===== config.mk =====
export PLATFORM = sky130hd
export DESIGN_NAME = nested_event_byte_swapper
export DESIGN_NICKNAME = d
export VERILOG_FILES = /design/src/design/nebs_pkg.sv /design/src/design/nebs_ctrl.sv /design/src/design/nebs_dp.sv /design/src/design/nested_event_byte_swapper.sv
export SDC_FILE = /design/constraint.sdc
export NUM_CORES = 2
export LEC_CHECK = 0
export BUFFER_PORTS_ARGS = -buffer_cell sky130_fd_sc_hd__buf_2
export CAP_MARGIN = 20
export CORE_ASPECT_RATIO = 1.5
export CORE_UTILIZATION = 35
export CTS_CLUSTER_SIZE = 28
export DETAILED_ROUTE_END_ITERATION = 6
export PLACE_DENSITY = 0.58
export SYNTH_ARGS = -nofsm -noshare
export SYNTH_HDL_FRONTEND = slang
export SYNTH_SLANG_ARGS = --single-unit

===== constraint.sdc =====
create_clock -name clk -period 23.2 [get_ports clk]
set_clock_uncertainty 0.05 [all_clocks]
set_input_delay 4.64 -clock clk [delete_from_list [all_inputs] [get_ports clk]]
set_output_delay 4.64 -clock clk [all_outputs]
set_load 0.01 [all_outputs]

===== src/design/nebs_pkg.sv =====
// ----------------------------------------------------------------------------
// nebs_pkg
// Shared types, constants and helpers for the nested event byte swapper.
// ----------------------------------------------------------------------------
package nebs_pkg;

    localparam int STACK_DEPTH_DEF = 16;
    localparam int POS_WIDTH_DEF   = 32;

    localparam logic [7:0] KIND_BANK    = 8'h10;
    localparam logic [7:0] KIND_SEG     = 8'h20;
    localparam logic [7:0] KIND_UNKNOWN = 8'hFF;
    localparam int         EVH_HALVES   = 4;

    typedef enum logic [2:0] {
        M_EVH, M_BANK, M_SEG, M_PACK, M_DATA
    } mode_t;

    typedef enum logic [2:0] {
        C_BAD, C_COPY, C_HALF, C_WORD, C_LONG
    } dclass_t;

    typedef enum logic [2:0] {
        S_IDLE, S_RD, S_CMP, S_PROC, S_EMIT
    } state_t;

    // controller to datapath
    typedef struct packed {
        logic load;
        logic rd;
        logic pop;
        logic set_hk;
        logic proc;
        logic adv;
    } ctrl_cmd_t;

    // datapath to controller
    typedef struct packed {
        logic scan;
        logic top_match;
        logic more;
        logic hold;
        logic last;
    } dp_stat_t;

    function automatic logic [15:0] sw16(input logic [15:0] h);
        return {h[7:0], h[15:8]};
    endfunction

    function automatic dclass_t data_class(input logic [7:0] t);
        dclass_t c;
        case (t)
            8'h00, 8'h01, 8'h02, 8'h09, 8'h0F: c = C_WORD;
            8'h04, 8'h05, 8'h30, 8'h34, 8'h35: c = C_HALF;
            8'h03, 8'h06, 8'h07, 8'h36, 8'h37: c = C_COPY;
            8'h08, 8'h0A:                      c = C_LONG;
            default:                           c = C_BAD;
        endcase
        return c;
    endfunction

endpackage


===== src/design/nebs_ctrl.sv =====
// ----------------------------------------------------------------------------
// nebs_ctrl
// Sequencer: accept, stack pops, unit processing and result emission.
// ----------------------------------------------------------------------------
module nebs_ctrl
(
    input  logic                clk,
    input  logic                rst_n,
    input  logic                s_tvalid,
    output logic                s_tready,
    output logic                m_tvalid,
    input  logic                m_tready,
    input  nebs_pkg::dp_stat_t  stat,
    output nebs_pkg::ctrl_cmd_t cmd
);
    import nebs_pkg::*;

    state_t state_reg, state_next;

    always_ff @(posedge clk or negedge rst_n)
    begin
        if (!rst_n)
            state_reg <= S_IDLE;
        else
            state_reg <= state_next;
    end

    // next state
    always_comb
    begin
        state_next = state_reg;
        case (state_reg)
            S_IDLE:
            begin
                if (s_tvalid)
                    state_next = stat.scan ? S_RD : S_PROC;
            end
            S_RD:
                state_next = S_CMP;
            S_CMP:
            begin
                if (stat.top_match && stat.more)
                    state_next = S_RD;
                else
                    state_next = S_PROC;
            end
            S_PROC:
                state_next = stat.hold ? S_IDLE : S_EMIT;
            S_EMIT:
            begin
                if (m_tready && stat.last)
                    state_next = S_IDLE;
            end
            default:
                state_next = S_IDLE;
        endcase
    end

    // outputs
    always_comb
    begin
        cmd      = '0;
        s_tready = 1'b0;
        m_tvalid = 1'b0;
        case (state_reg)
            S_IDLE:
            begin
                s_tready = 1'b1;
                cmd.load = s_tvalid;
            end
            S_RD:
                cmd.rd = 1'b1;
            S_CMP:
            begin
                cmd.pop    = stat.top_match;
                cmd.set_hk = !stat.top_match;
            end
            S_PROC:
                cmd.proc = 1'b1;
            S_EMIT:
            begin
                m_tvalid = 1'b1;
                cmd.adv  = m_tready;
            end
            default:
            begin
                cmd = '0;
            end
        endcase
    end

endmodule


===== src/design/nebs_dp.sv =====
// ----------------------------------------------------------------------------
// nebs_dp
// Datapath: position/header registers, nesting stack memory, unit assembly
// and the result buffer.
// ----------------------------------------------------------------------------
module nebs_dp
#(
    parameter int STACK_DEPTH = nebs_pkg::STACK_DEPTH_DEF,
    parameter int POS_WIDTH   = nebs_pkg::POS_WIDTH_DEF
)
(
    input  logic                clk,
    input  logic                rst_n,
    input  logic [15:0]         in_half,
    input  nebs_pkg::ctrl_cmd_t cmd,
    output nebs_pkg::dp_stat_t  stat,
    output logic [15:0]         out_half,
    output logic                last_of_run,
    output logic                event_end,
    output logic                bad_type
);
    import nebs_pkg::*;

    localparam int PW = POS_WIDTH;
    localparam int CW = $clog2(STACK_DEPTH + 1);
    localparam int AW = $clog2(STACK_DEPTH);

    logic [PW-1:0] pos_reg, total_reg, nha_reg;
    logic [7:0]    hk_reg, dk_reg;
    logic [CW-1:0] cnt_reg;
    logic [47:0]   held_reg;
    logic [1:0]    hc_reg;
    logic [15:0]   x_reg;

    logic [PW-1:0] mem_end [STACK_DEPTH];
    logic [7:0]    mem_kind [STACK_DEPTH];
    logic [PW-1:0] rd_end_reg;
    logic [7:0]    rd_kind_reg;

    logic [15:0] ob_reg [4];
    logic        ob_bad_reg;
    logic [2:0]  n_reg;
    logic [1:0]  idx_reg;
    logic        ends_reg;

    // unit processing, combinational
    logic [PW-1:0] start, nxt, tot, endp, nha_n, total_n, push_end;
    logic [7:0]    hk_n, dk_n, kind, push_kind;
    logic [CW-1:0] cnt_n;
    logic [2:0]    k, size, m, n_n;
    logic [15:0]   h [4];
    logic [15:0]   ob_n [4];
    logic [31:0]   w0, w1;
    logic [32:0]   t33;
    logic [17:0]   s18;
    logic [15:0]   p;
    mode_t         mode;
    dclass_t       cls;
    logic          done, ends, bad, do_push, push_ok;

    always_comb
    begin
        nxt   = pos_reg + PW'(1);
        start = pos_reg - PW'(hc_reg);
        cls   = data_class(dk_reg);
        if (start < PW'(EVH_HALVES))
        begin
            mode = M_EVH;  size = 3'd4;
        end
        else if (start == nha_reg)
        begin
            if (hk_reg == KIND_BANK)     begin mode = M_BANK; size = 3'd4; end
            else if (hk_reg == KIND_SEG) begin mode = M_SEG;  size = 3'd2; end
            else                         begin mode = M_PACK; size = 3'd1; end
        end
        else
        begin
            mode = M_DATA;
            size = (cls == C_WORD) ? 3'd2 : (cls == C_LONG) ? 3'd4 : 3'd1;
        end
        k    = {1'b0, hc_reg} + 3'd1;
        ends = (nxt == total_reg);
        done = (k >= size) || (mode != M_EVH && ends) ||
               (mode == M_DATA && nxt == nha_reg);

        h[0] = held_reg[15:0];
        h[1] = held_reg[31:16];
        h[2] = held_reg[47:32];
        h[3] = 16'h0;
        h[hc_reg] = x_reg;

        w0  = {sw16(h[0]), sw16((k == 3'd1) ? h[0] : h[1])};
        w1  = {sw16(h[2]), sw16(h[3])};
        t33 = {w0 + 32'd1, 1'b0};
        s18 = {({1'b0, w0[15:0]} + 17'd1), 1'b0};
        p   = sw16(h[0]);
        tot = t33[PW-1:0];

        total_n   = total_reg;
        nha_n     = nha_reg;
        hk_n      = hk_reg;
        dk_n      = dk_reg;
        cnt_n     = cnt_reg;
        bad       = 1'b0;
        do_push   = 1'b0;
        push_ok   = (cnt_reg < CW'(STACK_DEPTH));
        push_end  = '0;
        push_kind = '0;
        endp      = '0;
        kind      = '0;

        // header decode
        if (k == size && mode != M_DATA)
        begin
            case (mode)
                M_EVH:
                begin
                    total_n = (tot < PW'(EVH_HALVES)) ? PW'(EVH_HALVES) : tot;
                    kind    = w1[15:8];
                    hk_n    = kind;
                    cnt_n   = '0;
                    if (kind >= KIND_BANK)
                    begin
                        do_push   = 1'b1;
                        push_ok   = 1'b1;
                        push_end  = total_n;
                        push_kind = kind;
                        cnt_n     = CW'(1);
                        nha_n     = PW'(EVH_HALVES);
                        dk_n      = 8'h00;
                    end
                    else
                    begin
                        nha_n = total_n;
                        dk_n  = kind;
                    end
                end
                M_BANK, M_SEG:
                begin
                    if (mode == M_BANK)
                    begin
                        endp = start + t33[PW-1:0];
                        kind = w1[15:8];
                    end
                    else
                    begin
                        endp = start + PW'(s18);
                        kind = w0[23:16];
                    end
                    if ((mode == M_BANK && kind >= KIND_BANK) ||
                        (mode == M_SEG && kind >= KIND_SEG))
                    begin
                        if (push_ok)
                        begin
                            do_push   = 1'b1;
                            push_end  = endp;
                            push_kind = kind;
                            cnt_n     = cnt_reg + CW'(1);
                            nha_n     = start + ((mode == M_BANK) ? PW'(4) : PW'(2));
                        end
                        else
                        begin
                            bad   = 1'b1;
                            dk_n  = KIND_UNKNOWN;
                            nha_n = endp;
                        end
                    end
                    else
                    begin
                        dk_n  = kind;
                        nha_n = endp;
                    end
                end
                M_PACK:
                begin
                    nha_n = start + PW'({1'b0, p[7:0]} + 9'd1);
                    if (p != 16'h0)
                        dk_n = hk_reg;
                end
                default:
                begin
                    nha_n = nha_reg;
                end
            endcase
        end

        // event end is checked against the length just decoded
        ends = (nxt == total_n);

        // result words
        m = (k < 3'd2) ? k : 3'd2;
        for (int i = 0; i < 4; i++)
        begin
            ob_n[i] = 16'h0;
            if (mode == M_PACK)
                ob_n[i] = sw16(h[0]);
            else if (mode == M_DATA)
            begin
                if (cls == C_COPY || cls == C_BAD)
                    ob_n[i] = h[i];
                else
                    ob_n[i] = sw16(h[2'(hc_reg - 2'(i))]);
            end
            else if (3'(i) < m)
                ob_n[i] = sw16(h[2'(m - 3'd1 - 3'(i))]);
            else
                ob_n[i] = sw16(h[2'(hc_reg - 2'(i - 2))]);
        end
        n_n = k;
    end

    assign stat.scan      = (hc_reg == 2'd0) && (pos_reg >= PW'(EVH_HALVES)) &&
                            (cnt_reg != '0);
    assign stat.top_match = (rd_end_reg == pos_reg) && (cnt_reg != '0);
    assign stat.more      = (cnt_reg > CW'(1));
    assign stat.hold      = !done;
    assign stat.last      = ({1'b0, idx_reg} == n_reg - 3'd1);

    assign out_half    = ob_reg[idx_reg];
    assign last_of_run = stat.last;
    assign event_end   = stat.last && ends_reg;
    assign bad_type    = ob_bad_reg;

    // nesting stack memory
    always_ff @(posedge clk)
    begin
        if (cmd.rd)
        begin
            rd_end_reg  <= mem_end[AW'(cnt_reg - CW'(1))];
            rd_kind_reg <= mem_kind[AW'(cnt_reg - CW'(1))];
        end
        if (cmd.proc && done && do_push && push_ok)
        begin
            mem_end[(mode == M_EVH) ? AW'(0) : AW'(cnt_reg)]  <= push_end;
            mem_kind[(mode == M_EVH) ? AW'(0) : AW'(cnt_reg)] <= push_kind;
        end
    end

    // payload registers
    always_ff @(posedge clk)
    begin
        if (cmd.load)
            x_reg <= in_half;
        if (cmd.proc && done)
        begin
            for (int i = 0; i < 4; i++)
                ob_reg[i] <= ob_n[i];
            ob_bad_reg <= bad || (mode == M_DATA && cls == C_BAD);
            n_reg      <= n_n;
            ends_reg   <= ends;
        end
    end

    // control state
    always_ff @(posedge clk or negedge rst_n)
    begin
        if (!rst_n)
        begin
            pos_reg   <= '0;
            total_reg <= '0;
            nha_reg   <= '0;
            hk_reg    <= '0;
            dk_reg    <= '0;
            cnt_reg   <= '0;
            held_reg  <= '0;
            hc_reg    <= '0;
            idx_reg   <= '0;
        end
        else
        begin
            if (cmd.pop)
                cnt_reg <= cnt_reg - CW'(1);
            if (cmd.set_hk && pos_reg == nha_reg && cnt_reg != '0)
                hk_reg <= rd_kind_reg;
            if (cmd.adv)
                idx_reg <= idx_reg + 2'd1;
            if (cmd.proc)
            begin
                if (!done)
                begin
                    case (hc_reg)
                        2'd0:    held_reg[15:0]  <= x_reg;
                        2'd1:    held_reg[31:16] <= x_reg;
                        default: held_reg[47:32] <= x_reg;
                    endcase
                    hc_reg  <= hc_reg + 2'd1;
                    pos_reg <= nxt;
                end
                else
                begin
                    total_reg <= total_n;
                    nha_reg   <= nha_n;
                    hk_reg    <= hk_n;
                    dk_reg    <= dk_n;
                    held_reg  <= '0;
                    hc_reg    <= '0;
                    idx_reg   <= '0;
                    if (ends)
                    begin
                        pos_reg <= '0;
                        cnt_reg <= '0;
                    end
                    else
                    begin
                        pos_reg <= nxt;
                        cnt_reg <= cnt_n;
                    end
                end
            end
        end
    end

endmodule


===== src/design/nested_event_byte_swapper.sv =====
// ----------------------------------------------------------------------------
// nested_event_byte_swapper
// Byte-order converter for one nested event, one halfword per input word.
// ----------------------------------------------------------------------------
// Channel   Dir  tdata          tuser                 tlast
// s_        in   in_half[15:0]  -                     -
// m_        out  out_half[15:0] event_end, bad_type   last_of_run
//
// An input word is accepted and then processed, with a stack top read and
// compare in between whenever a unit starts while a container is open,
// repeated for each extra nesting level closed there; each result word (0
// to 4) is then emitted. Input is taken only when the previous word's results
// are all delivered. Reset clears position, counters and the stack count;
// stack entries are never read before being written.
module nested_event_byte_swapper
#(
    parameter int STACK_DEPTH = nebs_pkg::STACK_DEPTH_DEF,
    parameter int POS_WIDTH   = nebs_pkg::POS_WIDTH_DEF
)
(
    input  logic        clk,
    input  logic        rst_n,
    input  logic        s_tvalid,
    output logic        s_tready,
    input  logic [15:0] s_tdata,   // [15:0] in_half
    output logic        m_tvalid,
    input  logic        m_tready,
    output logic [15:0] m_tdata,   // [15:0] out_half
    output logic        m_tlast,
    output logic [1:0]  m_tuser    // [0] event_end, [1] bad_type
);
    import nebs_pkg::*;

    ctrl_cmd_t cmd;
    dp_stat_t  stat;

    nebs_ctrl u_ctrl
    (
        .clk      (clk),
        .rst_n    (rst_n),
        .s_tvalid (s_tvalid),
        .s_tready (s_tready),
        .m_tvalid (m_tvalid),
        .m_tready (m_tready),
        .stat     (stat),
        .cmd      (cmd)
    );

    nebs_dp
    #(
        .STACK_DEPTH (STACK_DEPTH),
        .POS_WIDTH   (POS_WIDTH)
    )
    u_dp
    (
        .clk         (clk),
        .rst_n       (rst_n),
        .in_half     (s_tdata),
        .cmd         (cmd),
        .stat        (stat),
        .out_half    (m_tdata),
        .last_of_run (m_tlast),
        .event_end   (m_tuser[0]),
        .bad_type    (m_tuser[1])
    );

endmodule

==> metrics.md <==
| Metric | Value |
|---|---|
| Outcome | `finished, final reports clean` |
| Die area | `146,000 um2` |
| Peak VDD IR | `0.0601 mV` |
| Final setup fails | `0` |
| Main synth FF type | `edfxtp_1` |
| Max FFs per register | `512` |
| Number of global-route vias before repair | `36,200` |
| Root Driver | `clkbuf_16` |
| Setup bufs post-CTS | `0` |
| CP Max Fanout | `29` |
| CTS HTree Levels | `3` |
| Max Slew Vio Count | `0` |
| Register area share after synthesis | `53.8%` |
| # port buffers | `40` |
| Final hold violations | `0` |
| Setup TNS | `0 ns` |
| # resized after CTS | `0` |
| Max cap viols | `0` |
| Gr usage total | `25.0%` |
| Clock Latency Late Sink | `0.75 ns` |
| Pint | `2.67 mW` |
| Pleak | `17.6 nW` |
| Number of DRC markers in iteration 0 | `3,733` |
| TritonCTS Sinks | `937` |
| CTS clock-pin slew for the worst setup and hold paths | `0.06 ns` |
| Mapped Cells | `4,139` |
| Routed wire per std cell | `30.0 um` |
| First-pass GRT wire length | `264,000 um` |
| Synth cell types | `100` |
| Clock network fraction of total power | `44.8%` |
| Detail Route Antenna Nets | `0` |
| Hold Buf Count CTS | `0` |
| Global route total overflow | `0` |
| Net switching power | `0.737 mW` |
| Hold Slack | `0.418 ns` |
| DRC | `0` |
| Critical path type | `reg -> reg` |
| Max Clk Rate | `84.5 MHz` |
| Tightest Hold Check Type | `reg -> reg` |
| Die Ht | `468 um` |
| CP startpoint kind | `flip-flop` |
| Total iterations of the first detailed-routing run | `6` |
| RSZ-0062 raised after global routing | `no` |
| Final Wtd Congestion | `1.00` |
| Critical path capture point type | `flip-flop` |
| Vias | `36,600` |
| Boundary pin count | `41` |
| CP max-delay cell | `nor3_4` |
| TritonCTS Buffers | `93` |
| Seq pwr share | `53.1%` |
| Worst slew pin tran | `1.25 ns` |
| Final period util | `51.0%` |
| Comb power frac | `2.1%` |
| Slowest stage delay, CP | `0.76 ns` |
| Largest net degree at the start of global routing | `74` |
| Async SR Flop Fraction | `18.4%` |
| Vias per cell | `5.98` |
| Initial Utilization | `35.3%` |
| Nets | `4,242` |
| Most common cell after layout, fill and taps aside | `edfxtp_1` |
| Synth warnings | `0` |
| Synth Cell Area | `50,700 um2` |
| Slew headroom | `16.1%` |
| Minimum clock period after layout | `11.83 ns` |
| Synthesis-to-layout area growth | `11.9%` |
| Final wirelength | `184,000 um` |
| Area of the core | `143,000 um2` |
| Final Core Density | `39.5%` |
| Pwr dens | `60.0 nW/um2` |
| CP most frequent cell | `buf_4` |
| Crit path DAT | `12.13 ns` |
| Sw frac | `21.7%` |
| DIE WIDTH | `313 um` |
| Critical Path RT | `23.50 ns` |
| Clk buf depth | `3` |
| CTS tree | `built` |
| DP Wirelength | `131,000 um` |
| Layout cells sized above 1 | `17.1%` |
| Synth Register Bits | `937` |
| Initial antenna violation count | `4` |
| Site Rows | `170` |
| EDFF count, synth | `765` |
| Syn Area/Cell | `12.2 um2` |
| Most frequent cells in the layout | `edfxtp_1 (765), nand2_1 (339), nor2_1 (307)` |
| Syn Nets | `4,224` |
-- cell families (layout without fill, tap and decap cells) --
logic type               after synthesis  in the layout  share of synthesized area (%)
AO/OA/AOI/OAI                        880            880                           11.3
XOR/XNOR                             318            318                           5.52
adder cells (fa/ha/maj)               65             65                           1.66
buffers and inverters                372            470                           2.95
flip-flops                           937            937                           53.8
multiplexers                         383            383                           13.4
other                                  0              3                              0
AND/OR/NAND/NOR                     1184           1184                           11.3
-- worst max-delay path: cells and delay by family, from the launching register on --
family | cells | cell delay, ns
flops | 1 | 0.56
fa+ha+maj | 3 | 0.90
buf+inv | 6 | 1.73
mux | 1 | 0.30
xor+xnor | 1 | 0.54
simple gates | 13 | 5.47
compound gates | 5 | 1.72
-- worst paths after layout --
check	from	end	slack [ns]	cells past startpoint
min in group asynchronous	rst_n	u_dp.pos_reg[17]	3.84	1
max	u_dp.pos_reg[0]	u_dp.mem_end[12][28]	11.37	29
min reg2reg	u_dp.rd_kind_reg[5]	u_dp.hk_reg[5]	0.42	2
max in group asynchronous	rst_n	u_dp.cnt_reg[0]	18.06	2
min	u_dp.rd_kind_reg[5]	u_dp.hk_reg[5]	0.42	2
max reg2reg	u_dp.pos_reg[0]	u_dp.mem_end[12][28]	11.37	29
-- metrics by stage --
| step | power, mW | instance area (um2) | std cells | setup slack, ns |
|---|---|---|---|---|
| 6_report | 3.40 | 56700 | 6132 | 11.37 |
| 3_3_place_gp | 1.92 | 53400 | 5927 | 11.60 |
| 4_1_cts | 3.44 | 56500 | 6106 | 11.49 |
| 3_5_place_dp | 1.92 | 53400 | 5931 | 11.54 |
| 2_1_floorplan | 1.88 | 50700 | 4139 | 12.23 |
| 5_1_grt | 3.49 | 56700 | 6130 | 10.85 |
-- power groups by stage --
stage | logic [mW] | registers [mW] | clock network, mW
floorplan | 0.0464 | 1.83 | 0
finish | 0.0724 | 1.81 | 1.52
detailed placement | 0.0765 | 1.84 | 0
CTS | 0.0767 | 1.81 | 1.55
global placement | 0.0761 | 1.84 | 0
global route | 0.0799 | 1.81 | 1.61
-- layout make-up --
class / instances / area [um2]
timing repair buffer: 214 / 1590
clock buffer: 116 / 2480
sequential: 937 / 27300
fill: 13600 / 86700
multi-input combinational: 2830 / 22100
tap: 1892 / 2370
clock inverter: 59 / 564
antenna: 3 / 7.51
inverter: 81 / 304
-- layer usage --
layer  vias up  global-route usage, %  wire, um
met4         6                   19.4     16800
li1      15900                      -         -
met5         -                      0        35
met2      1658                   43.1     90900
met1     18500                   27.5     64800
met3       563                   4.06     11200
-- synth_stat cells, types with 8 or more instances --
cell type	count	share of area, %
a2111oi_0	9	0.16
a211oi_1	45	0.67
a21o_1	17	0.25
a21oi_1	254	2.5
a22o_1	51	0.88
a22oi_1	44	0.65
a31oi_1	16	0.20
a32oi_1	9	0.16
and2_1	25	0.31
and3_1	28	0.35
and4_1	9	0.16
buf_1	46	0.34
buf_2	27	0.27
clkbuf_1	207	1.5
dfrtp_1	172	8.5
edfxtp_1	765	45
ha_1	61	1.5
inv_1	78	0.58
mux2_2	55	1.2
mux2i_1	89	1.8
mux4_2	232	10
nand2_1	341	2.5
nand2b_1	17	0.21
nand3_1	120	1.2
nand4_1	42	0.52
nand4b_1	10	0.17
nor2_1	324	2.4
nor2b_1	10	0.12
nor3_1	86	0.85
nor4_1	59	0.73
o2111ai_1	9	0.16
o211ai_1	65	0.96
o21a_1	24	0.36
o21ai_0	194	1.9
o21ai_1	8	0.079
o21bai_1	11	0.16
o22ai_1	23	0.28
o31a_1	20	0.35
o31ai_1	14	0.21
or2_2	14	0.17
or3_1	29	0.36
or4_1	21	0.31
xnor2_1	193	3.3
xor2_1	124	2.1
No activity file was read; power rests on OpenSTA's default activity.
